[config.mk]
export PLATFORM = sky130hd
export DESIGN_NAME = prime_witness_test_top
export DESIGN_NICKNAME = d
export VERILOG_FILES = /design/src/sv/pwt_pkg.sv /design/src/sv/pwt_mulmod.sv /design/src/sv/pwt_datapath.sv /design/src/sv/pwt_ctrl.sv /design/src/sv/prime_witness_test_top.sv
export SDC_FILE = /design/constraint.sdc
export NUM_CORES = 2
export LEC_CHECK = 0
export ABC_AREA = 1
export BUFFER_PORTS_ARGS = -buffer_cell sky130_fd_sc_hd__buf_2
export CAP_MARGIN = 0
export CORE_AREA = 2 2 364 366
export CTS_CLUSTER_SIZE = 10
export DETAILED_ROUTE_END_ITERATION = 8
export DIE_AREA = 0 0 366 368
export RECOVER_POWER = 25
export SETUP_SLACK_MARGIN = 0.4
export SLEW_MARGIN = 20
export SYNTH_ARGS = -nofsm -noshare
export SYNTH_HDL_FRONTEND = slang
export SYNTH_HIERARCHICAL = 1
export SYNTH_SLANG_ARGS = --single-unit
[constraint.sdc]
create_clock -name clk -period 29.1 [get_ports clk]
set_clock_uncertainty 0.2 [all_clocks]
set_input_delay 1.455 -clock clk [delete_from_list [all_inputs] [get_ports clk]]
set_output_delay 1.455 -clock clk [all_outputs]
set_load 0.03 [all_outputs]
[src/sv/pwt_pkg.sv]
`default_nettype none
// ----------------------------------------------------------------------------
// pwt_pkg
// Shared types and constants for the primality witness test block.
// ----------------------------------------------------------------------------
package pwt_pkg;

    localparam int NUM_BITS_DEF = 63;
    localparam int VERDICT_W    = 2;
    localparam int FACTOR_THREE = 3;

    localparam logic [VERDICT_W-1:0] VERDICT_PRIME  = 2'd0;
    localparam logic [VERDICT_W-1:0] VERDICT_SMALL  = 2'd1;
    localparam logic [VERDICT_W-1:0] VERDICT_FERMAT = 2'd2;
    localparam logic [VERDICT_W-1:0] VERDICT_ROOT   = 2'd3;

    typedef enum logic [3:0] {
        OP_NONE,
        OP_LOAD,
        OP_MM_MOD3,
        OP_MM_RED,
        OP_WB_A,
        OP_POW_E,
        OP_POW_U,
        OP_MM_SQP,
        OP_WB_P,
        OP_MM_MULPA,
        OP_E_SHIFT,
        OP_STRIP,
        OP_CHAIN_INIT,
        OP_MM_SQY,
        OP_WB_Y
    } dp_op_t;

    typedef struct packed {
        dp_op_t op;
    } dp_cmd_t;

    typedef struct packed {
        logic mm_done;
        logic mm_zero;
        logic n_lt2;
        logic n_2or3;
        logic n_even;
        logic e_msb;
        logic e_done;
        logic p_one;
        logic u_even;
        logic y_one;
        logic prev_nm1;
        logic chain_last;
    } dp_status_t;

endpackage
`default_nettype wire

[src/sv/pwt_mulmod.sv]
`default_nettype none
// ----------------------------------------------------------------------------
// pwt_mulmod
// Iterative shift-add modular multiplier: a double-and-reduce step for each
// multiplier bit, plus an add-and-reduce step where that bit is set.
// ----------------------------------------------------------------------------
module pwt_mulmod #(
    parameter int W = pwt_pkg::NUM_BITS_DEF
) (
    input  wire logic         clk,
    input  wire logic         rst_n,
    input  wire logic         start,
    input  wire logic [W-1:0] x,
    input  wire logic [W-1:0] y,
    input  wire logic [W-1:0] m,
    output logic      [W-1:0] result,
    output logic              done
);

    localparam int CW = $clog2(W + 1);

    logic [W-1:0]  r_reg, r_next;
    logic [W-1:0]  x_reg, x_next;
    logic [W-1:0]  y_reg, y_next;
    logic [W-1:0]  m_reg, m_next;
    logic [CW-1:0] cnt_reg, cnt_next;
    logic          busy_reg, busy_next;
    logic          add_reg, add_next;
    logic          done_reg, done_next;

    logic [W:0]    dbl, dbl_red, sum, sum_red, m_ext;
    logic          advance;

    assign m_ext   = {1'b0, m_reg};
    assign dbl     = {r_reg, 1'b0};
    assign dbl_red = (dbl >= m_ext) ? dbl - m_ext : dbl;
    assign sum     = {1'b0, r_reg} + {1'b0, x_reg};
    assign sum_red = (sum >= m_ext) ? sum - m_ext : sum;

    always_comb
    begin
        r_next    = r_reg;
        x_next    = x_reg;
        y_next    = y_reg;
        m_next    = m_reg;
        cnt_next  = cnt_reg;
        busy_next = busy_reg;
        add_next  = add_reg;
        done_next = 1'b0;
        advance   = 1'b0;
        if (start)
        begin
            r_next    = '0;
            x_next    = x;
            y_next    = y;
            m_next    = m;
            cnt_next  = CW'(W);
            busy_next = 1'b1;
            add_next  = 1'b0;
        end
        else if (busy_reg)
        begin
            if (!add_reg)
            begin
                r_next = dbl_red[W-1:0];
                if (y_reg[W-1])
                    add_next = 1'b1;
                else
                    advance = 1'b1;
            end
            else
            begin
                r_next   = sum_red[W-1:0];
                add_next = 1'b0;
                advance  = 1'b1;
            end
            if (advance)
            begin
                y_next   = {y_reg[W-2:0], 1'b0};
                cnt_next = cnt_reg - CW'(1);
                if (cnt_reg == CW'(1))
                begin
                    busy_next = 1'b0;
                    done_next = 1'b1;
                end
            end
        end
    end

    always_ff @(posedge clk or negedge rst_n)
    begin
        if (!rst_n)
        begin
            cnt_reg  <= '0;
            busy_reg <= 1'b0;
            add_reg  <= 1'b0;
            done_reg <= 1'b0;
        end
        else
        begin
            cnt_reg  <= cnt_next;
            busy_reg <= busy_next;
            add_reg  <= add_next;
            done_reg <= done_next;
        end
    end

    always_ff @(posedge clk)
    begin
        r_reg <= r_next;
        x_reg <= x_next;
        y_reg <= y_next;
        m_reg <= m_next;
    end

    assign result = r_reg;
    assign done   = done_reg;

endmodule
`default_nettype wire

[src/sv/pwt_datapath.sv]
`default_nettype none
// ----------------------------------------------------------------------------
// pwt_datapath
// Operand registers, exponent and chain bookkeeping, and the shared modular
// multiplier, driven one command per cycle.
// ----------------------------------------------------------------------------
module pwt_datapath #(
    parameter int W = pwt_pkg::NUM_BITS_DEF
) (
    input  wire logic               clk,
    input  wire logic               rst_n,
    input  wire logic [W-1:0]       candidate,
    input  wire logic [W-1:0]       witness,
    input  wire pwt_pkg::dp_cmd_t   cmd,
    output pwt_pkg::dp_status_t     status
);

    localparam int TW = $clog2(W + 1);

    logic [W-1:0]  n_reg, n_next;
    logic [W-1:0]  a_reg, a_next;
    logic [W-1:0]  nm1_reg, nm1_next;
    logic [W-1:0]  u_reg, u_next;
    logic [W-1:0]  p_reg, p_next;
    logic [W-1:0]  e_reg, e_next;
    logic [W-1:0]  y_reg, y_next;
    logic [TW-1:0] t_reg, t_next;
    logic [TW-1:0] i_reg, i_next;
    logic [TW-1:0] pcnt_reg, pcnt_next;
    logic          prev_reg, prev_next;

    logic          mm_start;
    logic [W-1:0]  mm_x, mm_y, mm_m, mm_result;
    logic          mm_done;

    assign mm_start = cmd.op inside {pwt_pkg::OP_MM_MOD3, pwt_pkg::OP_MM_RED,
                                     pwt_pkg::OP_MM_SQP, pwt_pkg::OP_MM_MULPA,
                                     pwt_pkg::OP_MM_SQY};

    always_comb
    begin
        mm_x = p_reg;
        mm_y = p_reg;
        mm_m = n_reg;
        case (cmd.op)
            pwt_pkg::OP_MM_MOD3:
            begin
                mm_x = W'(1);
                mm_y = n_reg;
                mm_m = W'(pwt_pkg::FACTOR_THREE);
            end
            pwt_pkg::OP_MM_RED:
            begin
                mm_x = W'(1);
                mm_y = a_reg;
            end
            pwt_pkg::OP_MM_MULPA:
            begin
                mm_x = p_reg;
                mm_y = a_reg;
            end
            pwt_pkg::OP_MM_SQY:
            begin
                mm_x = y_reg;
                mm_y = y_reg;
            end
            default:
            begin
                mm_x = p_reg;
                mm_y = p_reg;
            end
        endcase
    end

    pwt_mulmod #(
        .W (W)
    ) u_mulmod (
        .clk    (clk),
        .rst_n  (rst_n),
        .start  (mm_start),
        .x      (mm_x),
        .y      (mm_y),
        .m      (mm_m),
        .result (mm_result),
        .done   (mm_done)
    );

    always_comb
    begin
        n_next    = n_reg;
        a_next    = a_reg;
        nm1_next  = nm1_reg;
        u_next    = u_reg;
        p_next    = p_reg;
        e_next    = e_reg;
        y_next    = y_reg;
        t_next    = t_reg;
        i_next    = i_reg;
        pcnt_next = pcnt_reg;
        prev_next = prev_reg;
        case (cmd.op)
            pwt_pkg::OP_LOAD:
            begin
                n_next   = candidate;
                a_next   = witness;
                nm1_next = candidate - W'(1);
                u_next   = candidate - W'(1);
                t_next   = '0;
            end
            pwt_pkg::OP_WB_A:
                a_next = mm_result;
            pwt_pkg::OP_POW_E:
            begin
                p_next    = W'(1);
                e_next    = nm1_reg;
                pcnt_next = TW'(W);
            end
            pwt_pkg::OP_POW_U:
            begin
                p_next    = W'(1);
                e_next    = u_reg;
                pcnt_next = TW'(W);
            end
            pwt_pkg::OP_WB_P:
                p_next = mm_result;
            pwt_pkg::OP_E_SHIFT:
            begin
                e_next    = {e_reg[W-2:0], 1'b0};
                pcnt_next = pcnt_reg - TW'(1);
            end
            pwt_pkg::OP_STRIP:
            begin
                u_next = {1'b0, u_reg[W-1:1]};
                t_next = t_reg + TW'(1);
            end
            pwt_pkg::OP_CHAIN_INIT:
            begin
                y_next    = p_reg;
                prev_next = 1'b1;
                i_next    = '0;
            end
            pwt_pkg::OP_MM_SQY:
            begin
                prev_next = (y_reg == nm1_reg);
                i_next    = i_reg + TW'(1);
            end
            pwt_pkg::OP_WB_Y:
                y_next = mm_result;
            default:
            begin
                n_next = n_reg;
            end
        endcase
    end

    always_ff @(posedge clk or negedge rst_n)
    begin
        if (!rst_n)
        begin
            t_reg    <= '0;
            i_reg    <= '0;
            pcnt_reg <= '0;
            prev_reg <= 1'b0;
        end
        else
        begin
            t_reg    <= t_next;
            i_reg    <= i_next;
            pcnt_reg <= pcnt_next;
            prev_reg <= prev_next;
        end
    end

    always_ff @(posedge clk)
    begin
        n_reg   <= n_next;
        a_reg   <= a_next;
        nm1_reg <= nm1_next;
        u_reg   <= u_next;
        p_reg   <= p_next;
        e_reg   <= e_next;
        y_reg   <= y_next;
    end

    assign status.mm_done    = mm_done;
    assign status.mm_zero    = (mm_result == '0);
    assign status.n_lt2      = (n_reg < W'(2));
    assign status.n_2or3     = (n_reg == W'(2)) || (n_reg == W'(3));
    assign status.n_even     = ~n_reg[0];
    assign status.e_msb      = e_reg[W-1];
    assign status.e_done     = (pcnt_reg == '0);
    assign status.p_one      = (p_reg == W'(1));
    assign status.u_even     = ~u_reg[0];
    assign status.y_one      = (y_reg == W'(1));
    assign status.prev_nm1   = prev_reg;
    assign status.chain_last = (i_reg == t_reg);

endmodule
`default_nettype wire

[src/sv/pwt_ctrl.sv]
`default_nettype none
// ----------------------------------------------------------------------------
// pwt_ctrl
// Sequencer for the primality test: screening, witness reduction, the two
// exponentiations and the squaring chain; also holds the mode register and
// the result register.
// ----------------------------------------------------------------------------
module pwt_ctrl (
    input  wire logic                            clk,
    input  wire logic                            rst_n,
    input  wire logic                            in_valid,
    output logic                                 in_ready,
    output logic                                 out_valid,
    input  wire logic                            out_ready,
    output logic [pwt_pkg::VERDICT_W-1:0]        verdict,
    input  wire logic                            cfg_valid,
    output logic                                 cfg_ready,
    input  wire logic                            test_mode,
    output pwt_pkg::dp_cmd_t                     cmd,
    input  wire pwt_pkg::dp_status_t             status
);

    typedef enum logic [16:0] {
        S_IDLE       = 17'h00001,
        S_CHECK      = 17'h00002,
        S_MOD3_W     = 17'h00004,
        S_RED_W      = 17'h00008,
        S_POWE       = 17'h00010,
        S_SQ         = 17'h00020,
        S_SQ_W       = 17'h00040,
        S_MUL_CHK    = 17'h00080,
        S_MUL_W      = 17'h00100,
        S_ESH        = 17'h00200,
        S_POW_NEXT   = 17'h00400,
        S_FERMAT     = 17'h00800,
        S_STRIP      = 17'h01000,
        S_CHAIN_INIT = 17'h02000,
        S_CHAIN      = 17'h04000,
        S_CHAIN_W    = 17'h08000,
        S_DONE       = 17'h10000
    } state_t;

    state_t                        state_reg, state_next;
    logic                          mode_reg, mode_next;
    logic                          second_reg, second_next;
    logic [pwt_pkg::VERDICT_W-1:0] res_reg, res_next;
    logic [pwt_pkg::VERDICT_W-1:0] vout_reg, vout_next;
    logic                          ov_reg, ov_next;

    assign in_ready  = (state_reg == S_IDLE);
    assign cfg_ready = 1'b1;
    assign out_valid = ov_reg;
    assign verdict   = vout_reg;

    always_comb
    begin
        state_next  = state_reg;
        mode_next   = mode_reg;
        second_next = second_reg;
        res_next    = res_reg;
        vout_next   = vout_reg;
        ov_next     = ov_reg;
        cmd.op      = pwt_pkg::OP_NONE;

        if (cfg_valid)
            mode_next = test_mode;
        if (ov_reg && out_ready)
            ov_next = 1'b0;

        case (state_reg)
            S_IDLE:
            begin
                if (in_valid)
                begin
                    cmd.op     = pwt_pkg::OP_LOAD;
                    state_next = S_CHECK;
                end
            end
            S_CHECK:
            begin
                if (status.n_lt2)
                begin
                    res_next   = pwt_pkg::VERDICT_SMALL;
                    state_next = S_DONE;
                end
                else if (status.n_2or3)
                begin
                    res_next   = pwt_pkg::VERDICT_PRIME;
                    state_next = S_DONE;
                end
                else if (status.n_even)
                begin
                    res_next   = pwt_pkg::VERDICT_SMALL;
                    state_next = S_DONE;
                end
                else
                begin
                    cmd.op     = pwt_pkg::OP_MM_MOD3;
                    state_next = S_MOD3_W;
                end
            end
            S_MOD3_W:
            begin
                if (status.mm_done)
                begin
                    if (status.mm_zero)
                    begin
                        res_next   = pwt_pkg::VERDICT_SMALL;
                        state_next = S_DONE;
                    end
                    else
                    begin
                        cmd.op     = pwt_pkg::OP_MM_RED;
                        state_next = S_RED_W;
                    end
                end
            end
            S_RED_W:
            begin
                if (status.mm_done)
                begin
                    cmd.op     = pwt_pkg::OP_WB_A;
                    state_next = S_POWE;
                end
            end
            S_POWE:
            begin
                cmd.op      = pwt_pkg::OP_POW_E;
                second_next = 1'b0;
                state_next  = S_SQ;
            end
            S_SQ:
            begin
                cmd.op     = pwt_pkg::OP_MM_SQP;
                state_next = S_SQ_W;
            end
            S_SQ_W:
            begin
                if (status.mm_done)
                begin
                    cmd.op     = pwt_pkg::OP_WB_P;
                    state_next = S_MUL_CHK;
                end
            end
            S_MUL_CHK:
            begin
                if (status.e_msb)
                begin
                    cmd.op     = pwt_pkg::OP_MM_MULPA;
                    state_next = S_MUL_W;
                end
                else
                begin
                    cmd.op     = pwt_pkg::OP_E_SHIFT;
                    state_next = S_POW_NEXT;
                end
            end
            S_MUL_W:
            begin
                if (status.mm_done)
                begin
                    cmd.op     = pwt_pkg::OP_WB_P;
                    state_next = S_ESH;
                end
            end
            S_ESH:
            begin
                cmd.op     = pwt_pkg::OP_E_SHIFT;
                state_next = S_POW_NEXT;
            end
            S_POW_NEXT:
            begin
                if (!status.e_done)
                    state_next = S_SQ;
                else if (second_reg)
                    state_next = S_CHAIN_INIT;
                else
                    state_next = S_FERMAT;
            end
            S_FERMAT:
            begin
                if (!status.p_one)
                begin
                    res_next   = pwt_pkg::VERDICT_FERMAT;
                    state_next = S_DONE;
                end
                else if (!mode_reg)
                begin
                    res_next   = pwt_pkg::VERDICT_PRIME;
                    state_next = S_DONE;
                end
                else
                    state_next = S_STRIP;
            end
            S_STRIP:
            begin
                if (status.u_even)
                    cmd.op = pwt_pkg::OP_STRIP;
                else
                begin
                    cmd.op      = pwt_pkg::OP_POW_U;
                    second_next = 1'b1;
                    state_next  = S_SQ;
                end
            end
            S_CHAIN_INIT:
            begin
                cmd.op     = pwt_pkg::OP_CHAIN_INIT;
                state_next = S_CHAIN;
            end
            S_CHAIN:
            begin
                if (status.y_one)
                begin
                    res_next   = status.prev_nm1 ? pwt_pkg::VERDICT_PRIME
                                                 : pwt_pkg::VERDICT_ROOT;
                    state_next = S_DONE;
                end
                else if (status.chain_last)
                begin
                    res_next   = pwt_pkg::VERDICT_PRIME;
                    state_next = S_DONE;
                end
                else
                begin
                    cmd.op     = pwt_pkg::OP_MM_SQY;
                    state_next = S_CHAIN_W;
                end
            end
            S_CHAIN_W:
            begin
                if (status.mm_done)
                begin
                    cmd.op     = pwt_pkg::OP_WB_Y;
                    state_next = S_CHAIN;
                end
            end
            S_DONE:
            begin
                if (!ov_reg || out_ready)
                begin
                    ov_next    = 1'b1;
                    vout_next  = res_reg;
                    state_next = S_IDLE;
                end
            end
            default:
                state_next = S_IDLE;
        endcase
    end

    always_ff @(posedge clk or negedge rst_n)
    begin
        if (!rst_n)
        begin
            state_reg  <= S_IDLE;
            mode_reg   <= 1'b1;
            second_reg <= 1'b0;
            ov_reg     <= 1'b0;
        end
        else
        begin
            state_reg  <= state_next;
            mode_reg   <= mode_next;
            second_reg <= second_next;
            ov_reg     <= ov_next;
        end
    end

    always_ff @(posedge clk)
    begin
        res_reg  <= res_next;
        vout_reg <= vout_next;
    end

endmodule
`default_nettype wire

[src/sv/prime_witness_test_top.sv]
`default_nettype none
// ----------------------------------------------------------------------------
// prime_witness_test_top
// One-witness primality test (Fermat or Miller-Rabin) on a candidate and a
// base, giving one verdict per input beat.
// ----------------------------------------------------------------------------
//  channel  handshake                 payload
//  -------  ------------------------  ----------------------------------------
//  in       in_valid / in_ready       candidate, witness   (NUM_BITS each)
//  out      out_valid / out_ready     verdict              (2 bits)
//  cfg      cfg_valid / cfg_ready     test_mode            (1 bit, reset 1)
//
//  One item at a time. Run time is set by the shared shift-add modular
//  multiplier: one exponentiation is NUM_BITS squarings plus one product
//  per set exponent bit. Miller-Rabin adds a second exponentiation and up
//  to t chain squarings. Candidates below 2, 2, 3 and even ones are
//  screened without a product; the multiple-of-3 check costs one product.
//  Reset is asynchronous and active low; test_mode resets to 1.
//  A stalled verdict beat holds in the output register while the next input
//  beat is taken; cfg_ready is always high.
// ----------------------------------------------------------------------------
module prime_witness_test_top #(
    parameter int NUM_BITS = pwt_pkg::NUM_BITS_DEF
) (
    input  wire logic                      clk,
    input  wire logic                      rst_n,
    input  wire logic                      in_valid,
    output logic                           in_ready,
    input  wire logic [NUM_BITS-1:0]       candidate,
    input  wire logic [NUM_BITS-1:0]       witness,
    output logic                           out_valid,
    input  wire logic                      out_ready,
    output logic [pwt_pkg::VERDICT_W-1:0]  verdict,
    input  wire logic                      cfg_valid,
    output logic                           cfg_ready,
    input  wire logic                      test_mode
);

    // Command and status between the sequencer and the datapath.
    pwt_pkg::dp_cmd_t    cmd;
    pwt_pkg::dp_status_t status;

    // Sequencer: screening, exponentiation steps, chain walk, verdict beat.
    pwt_ctrl u_ctrl (
        .clk       (clk),
        .rst_n     (rst_n),
        .in_valid  (in_valid),
        .in_ready  (in_ready),
        .out_valid (out_valid),
        .out_ready (out_ready),
        .verdict   (verdict),
        .cfg_valid (cfg_valid),
        .cfg_ready (cfg_ready),
        .test_mode (test_mode),
        .cmd       (cmd),
        .status    (status)
    );

    // Datapath: operands, exponent and chain state, modular multiplier.
    pwt_datapath #(
        .W (NUM_BITS)
    ) u_datapath (
        .clk       (clk),
        .rst_n     (rst_n),
        .candidate (candidate),
        .witness   (witness),
        .cmd       (cmd),
        .status    (status)
    );

endmodule
`default_nettype wire

==> metrics.yaml <==
status: "finished, violations left"
violations: "capacitance limit, slew limit"
vias_per_cell: 5.71
period_share_pct: 43.4
cts_tree: "built"
avgSynthCellArea_sq_um: 7.28
drive_above_1_share_pct: 3.96
multi_input_area_sq_um: 25300
port-buffer-count: 135
num_rows: 133
hold_viol: 0
path_class: "flip-flop to flip-flop"
power_density_nw_per_um2: 130
finalWirelength_mm: 242
synth_top_cell_by_area: "edfxtp_1"
r2r-end: "u_datapath/a_reg[7]$_DFFE_PP_"
cts_resized: 0
post-route-cell-area_sq_um: 56500
ys_types: 63
maxSlewViolCount: 386
hold_end: "u_ctrl/state_reg[11]$_DFFE_PN0P_"
fin_nets: 7528
layout_setup_ws_ns: 16.47
fmax_mhz: 79.2
synth-seq-area-share_pct: 41.4
syn_inst: 7127
synthArstFlopShare_pct: 6.44
hold_slack_ns: 0.250
num-fill-cells: 13800
track_usage_pct: 34.8
dieArea_sq_um: 135000
rsz0062_at_grt: "no"
core_region_area_sq_um: 131000
p_leak_nw: 24.8
placed_area_sq_um: 54300
ys_top_cells_by_count: "nand2_1, inv_1, nor2_1, edfxtp_1, o21ai_0"
die_height_um: 368
grt_pass1_vias: 47800
postCtsSetupRepairBufs: 0
overflow: 0
critPathLaunchType: "flip-flop"
hold_depth: 1
areaGrowthSynthToFinish_pct: 8.91
routabilityCongestion: 1.08
r2r_slack_ns: 16.47
ir_worst_vdd_v: 0.000102
hold_class: "flip-flop to flip-flop"
synth_edf_count: 634
pre_cts_ws_ns: 20.79
drc: 0
initial_core_util_pct: 39.7
synth_area_leaders: "edfxtp_1, nand2_1, inv_1"
tns_ns: 0
min_from: "u_ctrl/second_reg$_DFFE_PN0P_"
worstRegToRegCells: 15
reg2reg_from: "u_datapath/u_mulmod/result[1]$_SDFFE_PP0P_"
hpwl_mm: 196
power_mw: 7.34
hold_buffers: 0
num_io_pins: 137
crit_arrival_ns: 12.72
synth_flop_cell: "edfxtp_1"
ys_warn_count: 6
drtIter0Drc: 7202
synth.most_common_cell: "nand2_1"
numCtsBuffers: 86
min_period_ns: 12.63
syn_nets: 7458
clock_sinks: 745
synth_top_area_share_pct: 36.7
tightestPinTransition_ns: 7.88
regArea_sq_um: 21500
endpoint_kind: "flip-flop"
clock_latency_ns: 0.68
finalSetupViolCount: 0
firstDrtPassIters: 9
ant_nets: 0
syn_area_sq_um: 51900
critPathMaxFanout: 128
die_w_um: 366
ys_ff_latch: 745
grt_pass1_wl_mm: 338
relSlewSlack_pct: -425
cap_viol_max_count: 7
antenna_found_initial: 6
via_count: 51400
h-tree-depth: 3
root_buffer: "clkbuf_16"
wl_per_cell_um: 26.9
clk_path_buf_depth: 3
grt_max_degree: 159
clk_pin_slew_ns: 0.07
worstPathRequired_ns: 29.19
## kinds of logic (layout without fill, tap and decap cells)
family	after synthesis	count (layout)	synth area share [%]
simple gates	3576	3576	28.5
buf+inv	1279	1403	9.63
compound gates	1153	1153	12.6
flops	745	745	41.4
fa+ha+maj	199	199	4.84
xor+xnor	171	171	2.96
mux	3	3	0.0603
other cells	1	5	0.00722
## area by class of cell
type	count	area share, %
Multi-Input combinational cell	5103	44.8
Sequential cell	745	38.0
Inverter	1088	7.23
Clock buffer	135	4.30
Tap cell	1755	3.88
Timing Repair Buffer	173	1.58
Clock inverter	7	0.135
Antenna cell	4	0.0177
## placed cells by master, fill, tap and decap left out, types with 15 or more instances in the layout
master / count
nand2_1: 2006
inv_1: 1059
nor2_1: 899
edfxtp_1: 634
o21ai_0: 440
nand3_1: 391
a21oi_1: 381
ha_1: 196
clkbuf_1: 117
nand4_1: 99
clkbuf_16: 90
xor2_1: 88
xnor2_1: 83
buf_2: 68
dfxtp_1: 63
nor3_1: 53
o221ai_1: 50
o22ai_1: 49
o21bai_1: 46
dfrtp_1: 44
o211ai_1: 40
nor4_1: 40
a22oi_1: 33
o21ai_1: 32
buf_4: 29
inv_2: 26
nand3b_1: 21
a21o_1: 21
a21boi_0: 15
## layer usage
layer	share of wire, %	global-route usage [%]	vias up
li1	-	-	23500
met1	42	47.8	24400
met2	43	52.9	3025
met3	9.0	4.15	500
met4	6.7	20.1	4
met5	0.011	0	-
## metrics by stage
stage | cells | utilization [%]
3_5_place_dp | 8864 | 41.5
3_3_place_gp | 8864 | 41.5
5_1_grt | 9006 | 43.2
6_report | 9010 | 43.2
2_1_floorplan | 7127 | -
4_1_cts | 9006 | 43.4
## power breakdown
group          total (mW)  switching, mW  internal, mW
clock                1.02          0.443         0.577
sequential           1.74          0.203          1.54
combinational        4.58           3.31          1.27
## worst max path at each step
stage | startpoint | slack (ns) | to | cells after the start
2_1_floorplan | in_valid | 15.37 | u_datapath/u_mulmod/cnt_reg[5]$_DFFE_PN0P_ | 14
4_1_cts | u_datapath/u_mulmod/result[1]$_SDFFE_PP0P_ | 20.74 | u_datapath/u_mulmod/cnt_reg[1]$_DFFE_PN0P_ | 23
6_report | u_datapath/u_mulmod/result[1]$_SDFFE_PP0P_ | 16.47 | u_datapath/a_reg[7]$_DFFE_PP_ | 15
3_5_place_dp | u_datapath/u_mulmod/result[1]$_SDFFE_PP0P_ | 20.79 | u_datapath/u_mulmod/cnt_reg[1]$_DFFE_PN0P_ | 23
3_3_place_gp | u_datapath/u_mulmod/result[1]$_SDFFE_PP0P_ | 20.83 | u_datapath/u_mulmod/cnt_reg[1]$_DFFE_PN0P_ | 23
5_1_grt | u_datapath/u_mulmod/result[1]$_SDFFE_PP0P_ | 15.49 | u_datapath/a_reg[4]$_DFFE_PP_ | 15
## worst max-delay path: stages (launching register included)
cell and delay [ns]:
dfxtp_1 0.39, inv_1 0.15, nand4_1 0.14, nor4_1 0.54, nand2_1 0.28, nor3_1 0.86, nor3_1 0.15, nor2_1 0.13
nand4_1 0.19, nor2_1 0.20, inv_1 0.12, nor2_4 0.08, clkbuf_1 5.41, inv_1 1.30, nand2_2 1.12, buf_4 0.78
Power figures use the tool's default switching activity.
